`config.mk`:
```
export PLATFORM = sky130hd
export DESIGN_NAME = isc_cell
export DESIGN_NICKNAME = d
export VERILOG_FILES = /design/src/hdl/isc_pkg.sv /design/src/hdl/isc_cell.sv
export SDC_FILE = /design/constraint.sdc
export NUM_CORES = 1
export LEC_CHECK = 0
export BUFFER_PORTS_ARGS = -buffer_cell sky130_fd_sc_hd__buf_2
export CORE_ASPECT_RATIO = 1.75
export CORE_MARGIN = 5
export CORE_UTILIZATION = 50
export CTS_BUF_LIST = sky130_fd_sc_hd__clkbuf_8
export DETAILED_ROUTE_END_ITERATION = 10
export HOLD_SLACK_MARGIN = 0.15
export PLACE_DENSITY_LB_ADDON = 0.25
export SLEW_MARGIN = 20
export SYNTH_ARGS = -nofsm -noshare
export SYNTH_HDL_FRONTEND = slang
export SYNTH_SLANG_ARGS = --single-unit
```
`constraint.sdc`:
```
create_clock -name clk -period 3.45 [get_ports clk]
set_input_delay 0.1725 -clock clk [delete_from_list [all_inputs] [get_ports clk]]
set_output_delay 0.1725 -clock clk [all_outputs]
set_load 0.01 [all_outputs]
```
`src/hdl/isc_pkg.sv`:
```
// Shared types and constants for the interval stabbing counter.
// Depends on nothing; every other file imports it.
package isc_pkg;

  // Fixed widths of the item fields.
  localparam int FieldBits = 32;
  localparam int CountBits = 9;
  localparam logic [CountBits-1:0] COUNT_MAX = 9'd511;

  // Action codes carried by an input item.
  typedef enum logic [1:0] {
    OP_CLEAR = 2'd0,
    OP_ADD   = 2'd1,
    OP_QUERY = 2'd2,
    OP_NONE  = 2'd3
  } op_t;

  // Control travelling with each slot of the cell chain.
  typedef struct packed {
    logic vld;
    op_t  op;
  } ctl_t;

endpackage

```
`src/hdl/isc_cell.sv`:
```
// One cell of the segment chain: holds one stored segment and passes one item a cycle while en is high.
// Depends on isc_pkg for the control struct and action codes.
module isc_cell
  import isc_pkg::*;
#(
  parameter int CW      = 32,
  parameter int IDX_W   = 8,
  parameter int CNT_W   = 9,
  parameter int CELL_ID = 0
) (
  input  logic                 clk,
  input  logic                 rst,
  input  logic                 en,
  input  ctl_t                 ctl_in,
  input  logic signed [CW-1:0] a_in,
  input  logic signed [CW-1:0] b_in,
  input  logic [IDX_W-1:0]     idx_in,
  input  logic [CNT_W-1:0]     cnt_in,
  output ctl_t                 ctl_out,
  output logic signed [CW-1:0] a_out,
  output logic signed [CW-1:0] b_out,
  output logic [IDX_W-1:0]     idx_out,
  output logic [CNT_W-1:0]     cnt_out
);

  logic                 seg_vld;
  logic signed [CW-1:0] seg_lo;
  logic signed [CW-1:0] seg_hi;
  logic                 hit;
  logic                 mine;

  // A query hits when this cell holds a segment that covers the point.
  assign hit  = ctl_in.vld && (ctl_in.op == OP_QUERY) && seg_vld &&
                (seg_lo <= a_in) && (a_in <= seg_hi);
  assign mine = ctl_in.vld && (ctl_in.op == OP_ADD) && (idx_in == IDX_W'(CELL_ID));

  // Stored segment: cleared by a clear item, loaded by an add aimed at this cell.
  always_ff @(posedge clk) begin
    if (rst) begin
      seg_vld <= 1'b0;
    end else if (en) begin
      if (ctl_in.vld && (ctl_in.op == OP_CLEAR)) begin
        seg_vld <= 1'b0;
      end else if (mine) begin
        seg_vld <= 1'b1;
      end
    end
  end

  always_ff @(posedge clk) begin
    if (en && mine) begin
      seg_lo <= a_in;
      seg_hi <= b_in;
    end
  end

  // Hand the item on to the next cell; only the valid bit is reset.
  always_ff @(posedge clk) begin
    if (rst) begin
      ctl_out.vld <= 1'b0;
    end else if (en) begin
      ctl_out.vld <= ctl_in.vld;
    end
    if (en) begin
      ctl_out.op <= ctl_in.op;
      a_out      <= a_in;
      b_out      <= b_in;
      idx_out    <= idx_in;
      cnt_out    <= cnt_in + CNT_W'(hit);
    end
  end

endmodule
```
### After elaboration in Yosys (flattened, before gate mapping)

Cells that the tools add are included.

* register bits: 149
* input bits: 87
* output and inout port bits: 84
* word-level logic and storage cells: 28

* add/sub/neg operators: 1
* order comparisons: 2
* equal/unequal tests: 2
* muxes and demuxes: 2
* reduce and logical (&&, ||, !) cells: 12

Operators with widths (number)
* <= comparator 32 bit: 2
* adder 9 x 1 -> 9 bit: 1
* logical AND 1 bit: 8
* logical NOT 8 bit: 1
* equality test 2 x 1 -> 1 bit (second input constant): 1
* equality test 2 bit (second input constant): 1
* logical NOT 2 bit: 1
* two-way mux 1 bit: 2
* AND reduction 2 bit: 1
* nonzero test 2 bit: 1

### Depth between registers and ports, before layout

Gate-level depths: netlist of run 1.

* word-level depth: 6
* depth in mapped cells: 13

### Least setup slack after synthesis of run 1

No wires, ideal clock.

* path kind: reg2reg
* from: reg seg_hi[1]
* to: reg cnt_out[8], data pin
* setup time: 0.258 ns
* arrival: 2.582 ns
* data required time: 3.192 ns
* slack: 0.610 ns
* cell stages (with the launch flop): 14
* buffers on the path: 0
* cell sequence: edfxtp_1 -> inv_1 -> ha_1 -> nor2b_1 -> o211ai_1 -> a2111oi_1 -> or4b_1 -> a21oi_1 -> xor2_1 -> a211oi_1 -> ha_1 -> ha_1 -> nand4_1 -> xnor2_1

* cells in the longest elaborated chain, start to end: 3

RTL lines
* start: declaration: line isc_cell.sv:28 `logic signed [CW-1:0] seg_hi;`
* start signal: assignment: line isc_cell.sv:53 `seg_hi <= b_in;`
* <= comparator 32 bit: line isc_cell.sv:34 `(seg_lo <= a_in) && (a_in <= seg_hi);`
* logical AND 1 bit: line isc_cell.sv:34
* adder 9 x 1 -> 9 bit: line isc_cell.sv:69 `cnt_out <= cnt_in + CNT_W'(hit);`
* end signal: assignment: line isc_cell.sv:69
* end: declaration: line isc_cell.sv:23 `output logic [CNT_W-1:0] cnt_out`

Every way passes these cells.
A chain may end at the register's enable or synchronous reset.

### Worst setup path in the final report of run 1

* from: in a_in[1]
* to: reg cnt_out[8], data pin

* cells in the longest elaborated chain, start to end: 4

RTL lines
* start: declaration: line isc_cell.sv:15 `input logic signed [CW-1:0] a_in,`
* <= comparator 32 bit: line isc_cell.sv:34
* logical AND 1 bit: line isc_cell.sv:33 `assign hit = ctl_in.vld && (ctl_in.op == OP_QUERY) && seg_vld &&`
* logical AND 1 bit (*): line isc_cell.sv:34
* adder 9 x 1 -> 9 bit (*): line isc_cell.sv:69

Mark *: on every way between the ends. The rest lies on a longest branch, timed or not.

==> results.txt, run 1 <==
The pin count of the biggest net entering global routing is 47. The number of global-route vias before repair was 4616. 0 antenna diodes ended up in the layout.

The number of sinks on the clock net is 149. The data arrival time at the worst-slack endpoint is 3.39 ns. The clock skew after layout came out at 0.0127 ns. The master cell of the clock root buffer is clkbuf_8. The area added between synthesis and finish is 37.0%. The first routing iteration left 169 violations.

In the global route stage, overall resource usage came out at 0.195. The wire length of the first global-routing pass came out at 21.8 mm. The adder-cell area share of the yosys netlist came out at 0.132. The simple-gate area share of the yosys netlist is 0.0581. The final number of hold-violating endpoints is 0. The number of antenna violations at the first check in global routing was 0. The total power per unit cell area is 431 nW/µm². The half-perimeter wire length after detailed placement is 9.86 mm. The count of TritonRoute iterations in the first routing pass is 4. The biggest area contributor in the post-synthesis netlist is edfxtp_1. The fraction of layout cells with a size suffix above 1 is 0.291. The average instance in the mapped netlist occupies 15.3 µm². The internal power component came out at 2.83 mW. In the finished design, the share of the clock period the worst path needs comes to 0.927.

Yosys attributes the largest share of cell area to edfxtp_1 (70%), ha_1 (13%), inv_1 (4.0%). The combinational share of power came out at 0.106. The post-detailed-route DRC marker count came out at 0. The aggregate negative setup slack is 0 ns.

The cell repeated most along the worst path is ha_1. The worst setup path is captured at a register. The die is 94.6 µm wide. The leakage power came out at 3.74 nW. TritonCTS built the clock tree. The clock latency on the worst-skew pair is 0.45 ns. The path category of the worst min-delay check is input port to register.

The critical path goes through dlygate4sd3_1, buf_2, ha_1, nor2b_1, o211ai_1, a2111oi_1, or4b_1, a21oi_1, xor2_1, a211oi_2, ha_1, ha_1, nand4_1, xnor2_1. After synthesis, the most frequently instantiated cells are edfxtp_1 (147), ha_1 (66), inv_1 (66). Dividing the detail-routed via count by the number of cells gives 4.91. The die height came out at 158 µm. The worst pin sits at a relative slew slack of 0.603. The type of the setup path with the least slack is input port to register.

The post-synthesis cell count is 410. The highest achievable clock rate is 0.313 GHz. The largest individual stage delay along the critical path comes from the cell dlygate4sd3_1. Synthesis produced a netlist with a net count of 563. Counting flops with an async set or reset pin after synthesis yields a share of 0. The fraction of synthesized area in multiplexers is 0. The total count of max-transition violations in the final report came to 0. The clock network fraction of design power came out at 0.328. The number of input and output port buffers inserted is 170. In the synthesized netlist the dominant register cell turns out to be edfxtp_1. The number of setup violations in the final report came out at 0. After detailed routing, the average wire length per cell comes to 16.1 µm. The sequential fraction of design power is 0.566. The sum of buffers and inverters on the critical path came out at 2. The reported net switching power came out at 0.871 mW.

The number of buffers on the longest clock path is 2. The overall power came out at 3.70 mW. The most common cell in the synthesized netlist is edfxtp_1. The remaining global-route overflow is 0. The largest stage delay on the critical path is 0.53 ns. The share of the Yosys chip area taken by registers is 0.711. The slew of the pin with the lowest slew margin is 0.595 ns.

Of the post-synthesis cell area, the dominant cell type holds 0.704. The routed wire length came out at 14.0 mm. The number of clock buffers inserted by TritonCTS is 17. The number of rows in the core area is 54.

The parity-gate share of the synthesized area counting xor and xnor cells came out at 0.0112. The total of warnings raised by yosys is 0. The summed instance area of the synthesized netlist is 6270 µm². The clock-pin slew reported for the worst setup and hold paths after clock tree synthesis came out at 0.08 ns. Among cell families on the critical path, the largest total delay comes from adder cells. The largest fanout on the critical path came out at 4. The routability-driven placement congestion ratio came out at 0.777. The critical path launch point type is an input port. The core region is 12400 µm².

The number of antenna-violating nets in the routed design came out at 0. The setup slack of the most critical reg-to-reg path came out at 0.30 ns. After layout, the minimum clock period comes to 3.20 ns.

The maximum level of the CTS H-tree came out at 4. After synthesis the netlist holds a flip-flop and latch count of 149. The run finished with clean final reports. The fraction of the mapped netlist area in compound gates came out at 0.0485. The synthesized design contains 147 enable-type register cells.

171 I/O pins were placed. Setup repair after global routing left no endpoint under its margin. The count of nets after finishing is 841. The total number of vias is 4265. The die footprint is 15000 µm². Counting distinct cell types in the post-synthesis netlist gives 30. The effective utilization at floorplan came out at 0.507.

STA puts the critical path data required time at 3.65 ns. After synthesis, the largest family of logic cells by area is adder cells. The filler cell count is 876. The share of the core filled with cells in the final layout is 0.694. The switching fraction of total power came out at 0.235. The tool flagged a number of max-cap violations equal to 0. IR analysis of the VDD net gives a maximum drop of 0.357 mV.
## worst paths after layout
| check | startpoint | to | depth (start not counted) |
|---|---|---|---|
| worst max-delay path | a_in[1] | cnt_out[8]$_DFFE_PP_ | 14 |
| worst min-delay path | en | b_out[23]$_DFFE_PP_ | 2 |
| worst max register to register | seg_hi[1]$_DFFE_PP_ | cnt_out[8]$_DFFE_PP_ | 13 |
| worst min register to register | seg_vld$_SDFFE_PP0P_ | seg_vld$_SDFFE_PP0P_ | 2 |
## power by group through the flow
stage / logic, mW / registers, mW / clock network [mW]
after floorplan: 0.0723 / 2.18 / 0
after global placement: 0.308 / 2.13 / 0
after detailed placement: 0.320 / 2.13 / 0
after CTS: 0.396 / 2.09 / 1.25
after global routing: 0.431 / 2.10 / 1.32
final: 0.393 / 2.09 / 1.21
## sequential cells by signal (all words and copies together), names as in the netlist
signal	count
a_out	32
seg_hi	32
seg_vld	1
idx_out	8
b_out	32
cnt_out	9
seg_lo	32
ctl_out	3
## cell families after synthesis
kind of cell    Yosys count
buf+inv                  66
compound gates           52
xor+xnor                  8
simple gates             69
fa+ha+maj                66
flops                   149
## per-stage QoR
step                hold WS (ns)  instances  setup WS [ns]  cell area (µm²)
floorplan                  0.242        410          0.610             6270
global placement           0.344        751          0.246             7370
detailed placement         0.356        751          0.178             7370
CTS                        0.359        869          0.112             8580
global route               0.367        869         0.0293             8590
finish                     0.363        869          0.253             8590
## worst reg2reg max path: stages, from the launching register on
cell and delay [ns]:
edfxtp_1 0.37, inv_1 0.07, ha_1 0.23, nor2b_1 0.13
o211ai_1 0.17, a2111oi_1 0.11, or4b_1 0.51, a21oi_1 0.19
xor2_1 0.10, a211oi_2 0.27, ha_1 0.25, ha_1 0.24
nand4_1 0.13, xnor2_1 0.14
## metal layers
layer	vias to the layer above	global-route usage	wire length, µm
li1	2083	-	-
met1	2041	0.189	4820
met2	115	0.381	8200
met3	26	0.0423	594
met4	0	0.0881	412
met5	-	0	0
## cells in the final DEF (no fill, tap or decap), types with 2 or more instances in the layout
| cell | Yosys | final |
|---|---|---|
| a211oi_1 | 4 | 3 |
| a21o_1 | 5 | 5 |
| a21oi_1 | 30 | 30 |
| buf_2 | 0 | 169 |
| buf_4 | 0 | 3 |
| clkbuf_8 | 0 | 17 |
| clkinv_2 | 0 | 3 |
| clkinv_4 | 0 | 3 |
| clkinvlp_4 | 0 | 2 |
| dfxtp_1 | 2 | 2 |
| dlygate4sd3_1 | 0 | 86 |
| edfxtp_1 | 147 | 147 |
| ha_1 | 66 | 66 |
| inv_1 | 66 | 70 |
| inv_6 | 0 | 2 |
| nand2_1 | 19 | 19 |
| nand2b_1 | 2 | 2 |
| nand3_1 | 8 | 8 |
| nand4_1 | 17 | 17 |
| nor2_1 | 7 | 7 |
| nor2b_1 | 2 | 2 |
| nor3_1 | 2 | 2 |
| nor4_1 | 5 | 5 |
| o211ai_1 | 3 | 3 |
| o21ai_0 | 6 | 6 |
| xnor2_1 | 6 | 6 |
| xor2_1 | 2 | 2 |
## timing repair
| item | CTS | global route |
|---|---|---|
| buffers inserted | 0 | 0 |
| gates resized for setup | 0 | 1 |
| hold endpoints to repair | 149 | 0 |
| setup endpoints to repair | 0 | 3 |
| hold buffers | 86 | 0 |
## cell type report
| type | instances | area, µm² | area share |
|---|---|---|---|
| inverter | 66 | 248 | 0.0289 |
| timing repair buffer | 259 | 1750 | 0.204 |
| sequential | 149 | 4450 | 0.519 |
| clock inverter | 15 | 119 | 0.0138 |
| multi-input combinational | 195 | 1570 | 0.183 |
| clock buffer | 17 | 234 | 0.0272 |
| tap | 168 | 210 | 0.0245 |
No activity file was read; power rests on OpenSTA's default activity.
==> inputs of run 2 (changes only) <==
==> constraint.sdc (replaced) <==
create_clock -name clk -period 3.45 [get_ports clk]
set_input_delay 0 -clock clk [delete_from_list [all_inputs] [get_ports clk]]
set_output_delay 0 -clock clk [all_outputs]
set_load 0.01 [all_outputs]
==> results.txt, run 2 (synthesis results as in run 1) <==
The run finished with clean final reports. Leaving out fill and tap cells, the most frequent cell in the layout is buf_2. The number of buffers on the longest clock path came out at 2 (unchanged). The final design area excluding fillers came to 8660 µm² (+0.86%). The half-perimeter wire length after detailed placement came out at 9.81 mm (-0.47%). The routed wire length is 14.1 mm (+0.55%). The floorplan core area was 12400 µm² (unchanged). The number of rows in the core area came out at 54 (unchanged). The filler cell count is 835 (-4.7%). The clock latency on the worst-skew pair is 0.43 ns (-0.02 ns). The final number of hold-violating endpoints is 0 (unchanged). The sort of element at the end of the critical path is a register. The fraction of layout cells with a size suffix above 1 was 0.291 (-0.000415). The I/O pin total came out at 171 (unchanged). The routed via count divided by cell count came out at 4.90 (-0.26%). The slew of the pin with the lowest slew margin came out at 0.771 ns (+0.176 ns).

The leakage power is 3.78 nW (+1.1%). The data arrival time at the worst-slack endpoint came to 3.38 ns (about the same). The pin count of the biggest net entering global routing is 51 (+8.5%). The die height is 158 µm (unchanged).

The setup slack of the most critical reg-to-reg path came out at 0.26 ns (-0.04 ns). The number of sinks on the clock net came out at 149 (unchanged). The total count of max-transition violations in the final report came out at 0 (unchanged).

STA classifies the critical path startpoint as a register. The clock skew after layout came out at 0.0115 ns (-0.00122 ns). The min-delay analysis places its worst path in the category input port to register.

The die footprint is 15000 µm² (unchanged). The number of global-route vias before repair came to 4669 (+1.1%). The final worst slack is 0.260 ns (+0.00788 ns). The post-detailed-route wirelength per cell is 16.2 µm (+0.43%).

The count of TritonRoute iterations in the first routing pass is 4 (unchanged). The violation count after the first detailed-route iteration is 132 (-22%). Leaving out fill and tap cells, the most frequent cells in the layout are buf_2 (169), edfxtp_1 (147), dlygate4sd3_1 (86), inv_1 (69), ha_1 (66). The post-detailed-route DRC marker count came to 0 (unchanged). The die extent in x is 94.6 µm (unchanged). The number of setup violations in the final report came out at 0 (unchanged). The maximum level of the CTS H-tree is 4 (unchanged). Compared with the post-synthesis result, the final layout area differs by 38.2%. The effective utilization at floorplan came to 0.507 (unchanged). The relative slew slack came out at 0.486 (-0.118).

The post-CTS setup buffer count is 0 (unchanged). The highest achievable clock rate is 0.314 GHz (+0.25%). The clock tree from TritonCTS is done. The hold buffer count at CTS came out at 86 (unchanged). The remaining global-route overflow came out at 0 (unchanged). The number of antenna violations at the first check in global routing was 0 (unchanged).

The required time of the critical path is 3.64 ns (about the same). The number of clock buffers inserted by TritonCTS was 17 (unchanged). The ratio of final minimum period to clock period came out at 0.925 (-0.00228). The global-route total usage across every layer came out at 0.199 (+0.00399).

Setup repair after global routing left no endpoint under its margin. The post-place instance area is 7360 µm² (about the same). The worst slack at placement came out at 0.197 ns (+0.0192 ns). The final instance count without filler cells came out at 870 (+0.12%).

The aggregate negative setup slack came to 0 ns (unchanged). The worst IR drop on VDD came out at 0.294 mV (-18%). The largest fanout on the critical path is 4 (unchanged). The time the final worst path needs with I/O delays and setup is 3.19 ns (-0.00787 ns).

The total power per unit cell area came out at 455 nW/µm² (+5.6%). The type of the setup path with the least slack is register to register. The tree is rooted in a clkbuf_8. The number of antenna-violating nets in the routed design is 0 (unchanged). The number of max-capacitance violations reported came out at 0 (unchanged).

The wire length of the first global-routing pass came out at 22.2 mm (+2.2%). The post-placement cell count was 752 (+0.13%). The total number of vias came to 4259 (-0.14%).

The final antenna diode count is 0 (unchanged). The number of input and output port buffers inserted came to 170 (unchanged). The number of resized instances in the post-cts repair step came out at 0 (unchanged).

The count of nets after finishing is 842 (+0.12%). The routability-driven placement congestion ratio came out at 0.779 (+0.19%). The clock-pin slew reported for the worst setup and hold paths after clock tree synthesis is 0.08 ns (about the same).
[run 2: cell count changes in the layout (fill, tap and decap cells not counted), moves of 2 or more]
cell and change:
bufinv_16 +3, clkinv_4 -2, clkbuf_8 +3, inv_6 -2, buf_4 +2
[run 2: worst paths after layout]
check,end,from,depth (start not counted)
hold reg to reg,seg_vld$_SDFFE_PP0P_,seg_vld$_SDFFE_PP0P_,2
setup reg to reg,cnt_out[8]$_DFFE_PP_,seg_hi[9]$_DFFE_PP_,13
hold / removal,b_out[27]$_DFFE_PP_,en,2
setup / recovery,cnt_out[8]$_DFFE_PP_,seg_hi[9]$_DFFE_PP_,13
[run 2: power by group]
part	internal, mW	switching [mW]
clock network	0.835	0.615
registers	2.08	0.0189
logic	0.193	0.203
[run 2: per-layer routing]
layer  up-vias  routed length, µm  global-route usage
met5         -                  0                   0
li1       2081                  -                   -
met4         0                278              0.0750
met1      2046               4950               0.204
met3        20                652              0.0533
met2       112               8220               0.377
[run 2: layout make-up]
| type | instances | area [µm²] | area share |
|---|---|---|---|
| clock buffers | 20 | 275 | 0.0318 |
| flip-flops and latches | 149 | 4450 | 0.514 |
| clock inverters | 12 | 161 | 0.0186 |
| well taps | 168 | 210 | 0.0243 |
| multi-input cells | 195 | 1570 | 0.181 |
| inverters | 66 | 248 | 0.0286 |
| repair buffers | 260 | 1740 | 0.201 |
[run 2: per-stage QoR]
step           hold slack [ns]   util  power [mW]
4_1_cts                  0.203  0.700        3.97
2_1_floorplan           0.0691      -        2.25
3_5_place_dp             0.181  0.596        2.45
6_report                 0.218  0.700        3.94
3_3_place_gp             0.174  0.596        2.44
5_1_grt                  0.211  0.700        4.10
[run 2: critical path: stages, from the launching register on]
cell and delay [ns]:
edfxtp_1 0.37, inv_1 0.06, ha_1 0.24, a21o_1 0.19, nand3_1 0.08, a21oi_1 0.06
or4b_1 0.54, a21oi_1 0.19, xor2_1 0.09, a211oi_1 0.33, ha_1 0.28, ha_1 0.25
nand4_1 0.13, xnor2_1 0.14
==> inputs of run 3 (changes only) <==
--- a/config.mk
+++ b/config.mk
@@ -5,7 +5,7 @@
 export SDC_FILE = /design/constraint.sdc
 export NUM_CORES = 1
 export LEC_CHECK = 0
-export BUFFER_PORTS_ARGS = -buffer_cell sky130_fd_sc_hd__buf_2
+export BUFFER_PORTS_ARGS = -buffer_cell sky130_fd_sc_hd__buf_4
 export CORE_ASPECT_RATIO = 1.75
 export CORE_MARGIN = 5
 export CORE_UTILIZATION = 50
==> results.txt, run 3 (synthesis results as in run 1) <==
The internal power component came out at 2.98 mW (-3.9%). The storage element area is 4450 µm² (unchanged). The startpoint identified for the worst register-to-register timing path is seg_hi[1]$_DFFE_PP_. The slew of the pin with the lowest slew margin came out at 0.592 ns (-0.179 ns). Leaving out fill and tap cells, the most frequent cell in the layout is buf_4.

The number of global-route vias before repair was 4637 (-0.69%). The aggregate negative setup slack was 0 ns (unchanged). The clock network fraction of design power is 0.330 (-0.038). TritonCTS built the clock tree. The sequential fraction of design power is 0.548 (+0.017). The number of sinks on the clock net came out at 149 (unchanged). The post-detailed-route wirelength per cell came out at 16.2 µm (+0.20%). The post-detailed-route DRC marker count was 0 (unchanged). By instance count, the cell type seen most on the critical path is ha_1. The routability-driven placement congestion ratio is 0.752 (-3.5%).

The number of clock buffers inserted by TritonCTS is 17 (unchanged). The area used by multi-input combinational logic is 1570 µm² (unchanged). The wire length of the first global-routing pass came to 22.2 mm (-0.34%). The highest achievable clock rate was 0.312 GHz (-0.39%). The count of TritonRoute iterations in the first routing pass came out at 4 (unchanged). The critical path launch point type is a register. The flow ran to the end, and the final reports show no timing, DRC or antenna violations. The routed via count divided by cell count is 4.91 (+0.21%). In this run the clock root is driven by a clkbuf_8. The pin count of the biggest net entering global routing came out at 46 (-9.8%). The die extent in x is 94.6 µm (unchanged). The combinational share of power is 0.122 (+0.022). The violation count after the first detailed-route iteration is 189 (+43%). Tracing the worst setup path back leads to its startpoint at seg_hi[1]$_DFFE_PP_. The post-placement cell count is 752 (unchanged). In the layout the commonest cells are buf_4 (174), edfxtp_1 (147), dlygate4sd3_1 (86), inv_1 (71), ha_1 (66). The final instance count without filler cells is 870 (unchanged). Setup repair after global routing left no endpoint under its margin. The I/O pin total came out at 171 (unchanged). The number of rows in the core area is 54 (unchanged).

The half-perimeter wire length after detailed placement came to 10.1 mm (+3.2%). The required time of the critical path came out at 3.64 ns (about the same). The remaining global-route overflow came out at 0 (unchanged). The total count of max-transition violations in the final report came out at 0 (unchanged).

The total power per unit cell area is 424 nW/µm² (-6.7%). The leakage power is 3.91 nW (+3.3%). The reported net switching power is 0.845 mW (+1.0%). The signal on the critical path passes through inv_1, ha_1, nor2b_1, o211ai_1, a2111oi_1, or4b_1, a21oi_1, xor2_1, a211oi_1, ha_1, ha_1, nand4_1, xnor2_1. The number of input and output port buffers inserted was 170 (unchanged). The number of antenna violations at the first check in global routing is 0 (unchanged). The worst hold path begins at en.

The switching fraction of total power is 0.221 (+0.00846). Relative to the synthesized area, the layout overhead comes to 44.0%. The clock-pin slew reported for the worst setup and hold paths after clock tree synthesis is 0.08 ns (about the same). The die height is 158 µm (unchanged).

The largest fanout on the critical path came out at 4 (unchanged). The sort of element at the end of the critical path is a register. The floorplan core area is 12400 µm² (unchanged). The maximum level of the CTS H-tree is 4 (unchanged). The number of buffers on the longest clock path was 2 (unchanged).

The filler cell count came out at 830 (-0.60%). The worst setup path is of the register to register kind. The number of max-capacitance violations reported came out at 0 (unchanged).

The path category of the worst min-delay check is input port to register. The worst IR drop on VDD came out at 0.341 mV (+16%). The final number of hold-violating endpoints is 0 (unchanged). The time the final worst path needs with I/O delays and setup is 3.20 ns (+0.0125 ns). The effective utilization at floorplan is 0.507 (unchanged). The clock skew after layout came out at 0.0158 ns (+0.00437 ns).

The total number of vias is 4268 (+0.21%). The number of setup violations in the final report is 0 (unchanged). The data arrival time at the worst-slack endpoint came out at 3.39 ns (about the same). The die footprint is 15000 µm² (unchanged). The number of antenna-violating nets in the routed design is 0 (unchanged).

The global-route total usage across every layer is 0.198 (-0.000544). The final antenna diode count came out at 0 (unchanged). The number of resized instances in the post-cts repair step came out at 0 (unchanged).

The cell with the largest stage delay on the worst path is or4b_1. The routed wire length came out at 14.1 mm (+0.20%). The relative slew slack is 0.605 (+0.119). The ratio of final minimum period to clock period is 0.928 (+0.00362). The fraction of layout cells with a size suffix above 1 is 0.289 (-0.00142). The clock latency on the worst-skew pair came out at 0.43 ns (about the same). The largest stage delay on the critical path is 0.50 ns (-0.04 ns). The count of nets after finishing is 842 (unchanged).
-- run 3: final timing paths --
check	cells past startpoint	endpoint	slack, ns
hold / removal	2	b_out[27]$_DFFE_PP_	0.22
setup / recovery	13	cnt_out[8]$_DFFE_PP_	0.25
hold reg to reg	2	seg_vld$_SDFFE_PP0P_	0.52
setup reg to reg	13	cnt_out[8]$_DFFE_PP_	0.25
-- run 3: what timing repair did --
item,CTS,global route
setup endpoints to repair,0,0
buffers inserted,0,0
hold endpoints to repair,149,0
hold buffers,86,0
-- run 3: final cells by class --
type / instances / area share
clock buffer: 18 / 0.0275
clock inverter: 14 / 0.0141
inverter: 66 / 0.0275
multi-input combinational: 195 / 0.174
sequential: 149 / 0.494
tap: 168 / 0.0233
timing repair buffer: 260 / 0.240
-- run 3: critical path, delay by kind of cell, from the launching register on --
kind | cells | cell delay (ns)
compound gates | 4 | 0.80
simple gates | 3 | 0.77
xor+xnor | 2 | 0.23
fa+ha+maj | 3 | 0.76
flops | 1 | 0.36
buf+inv | 1 | 0.06
-- run 3: metal layers --
layer	routed length [µm]	up-vias	part of all wire	track usage
li1	-	2079	-	-
met1	4770	2051	0.34	0.191
met2	8370	115	0.59	0.390
met3	676	23	0.048	0.0528
met4	304	0	0.022	0.0716
met5	0	-	0	0
-- run 3: power groups by stage --
stage	Clock [mW]	Sequential, mW	Combinational, mW
finish	1.26	2.10	0.466
global route	1.37	2.11	0.507
CTS	1.29	2.10	0.469
detailed placement	0	2.14	0.389
global placement	0	2.14	0.377
floorplan	0	2.18	0.0723
-- run 3: stage by stage --
step,hold slack [ns],power [mW],area (µm²),worst slack (ns),util
floorplan,0.0691,2.25,6270,0.610,-
global placement,0.167,2.51,7790,0.303,0.630
detailed placement,0.174,2.53,7790,0.177,0.630
CTS,0.207,3.86,9020,0.188,0.730
global route,0.212,3.98,9020,0.0140,0.730
finish,0.216,3.83,9020,0.248,0.730
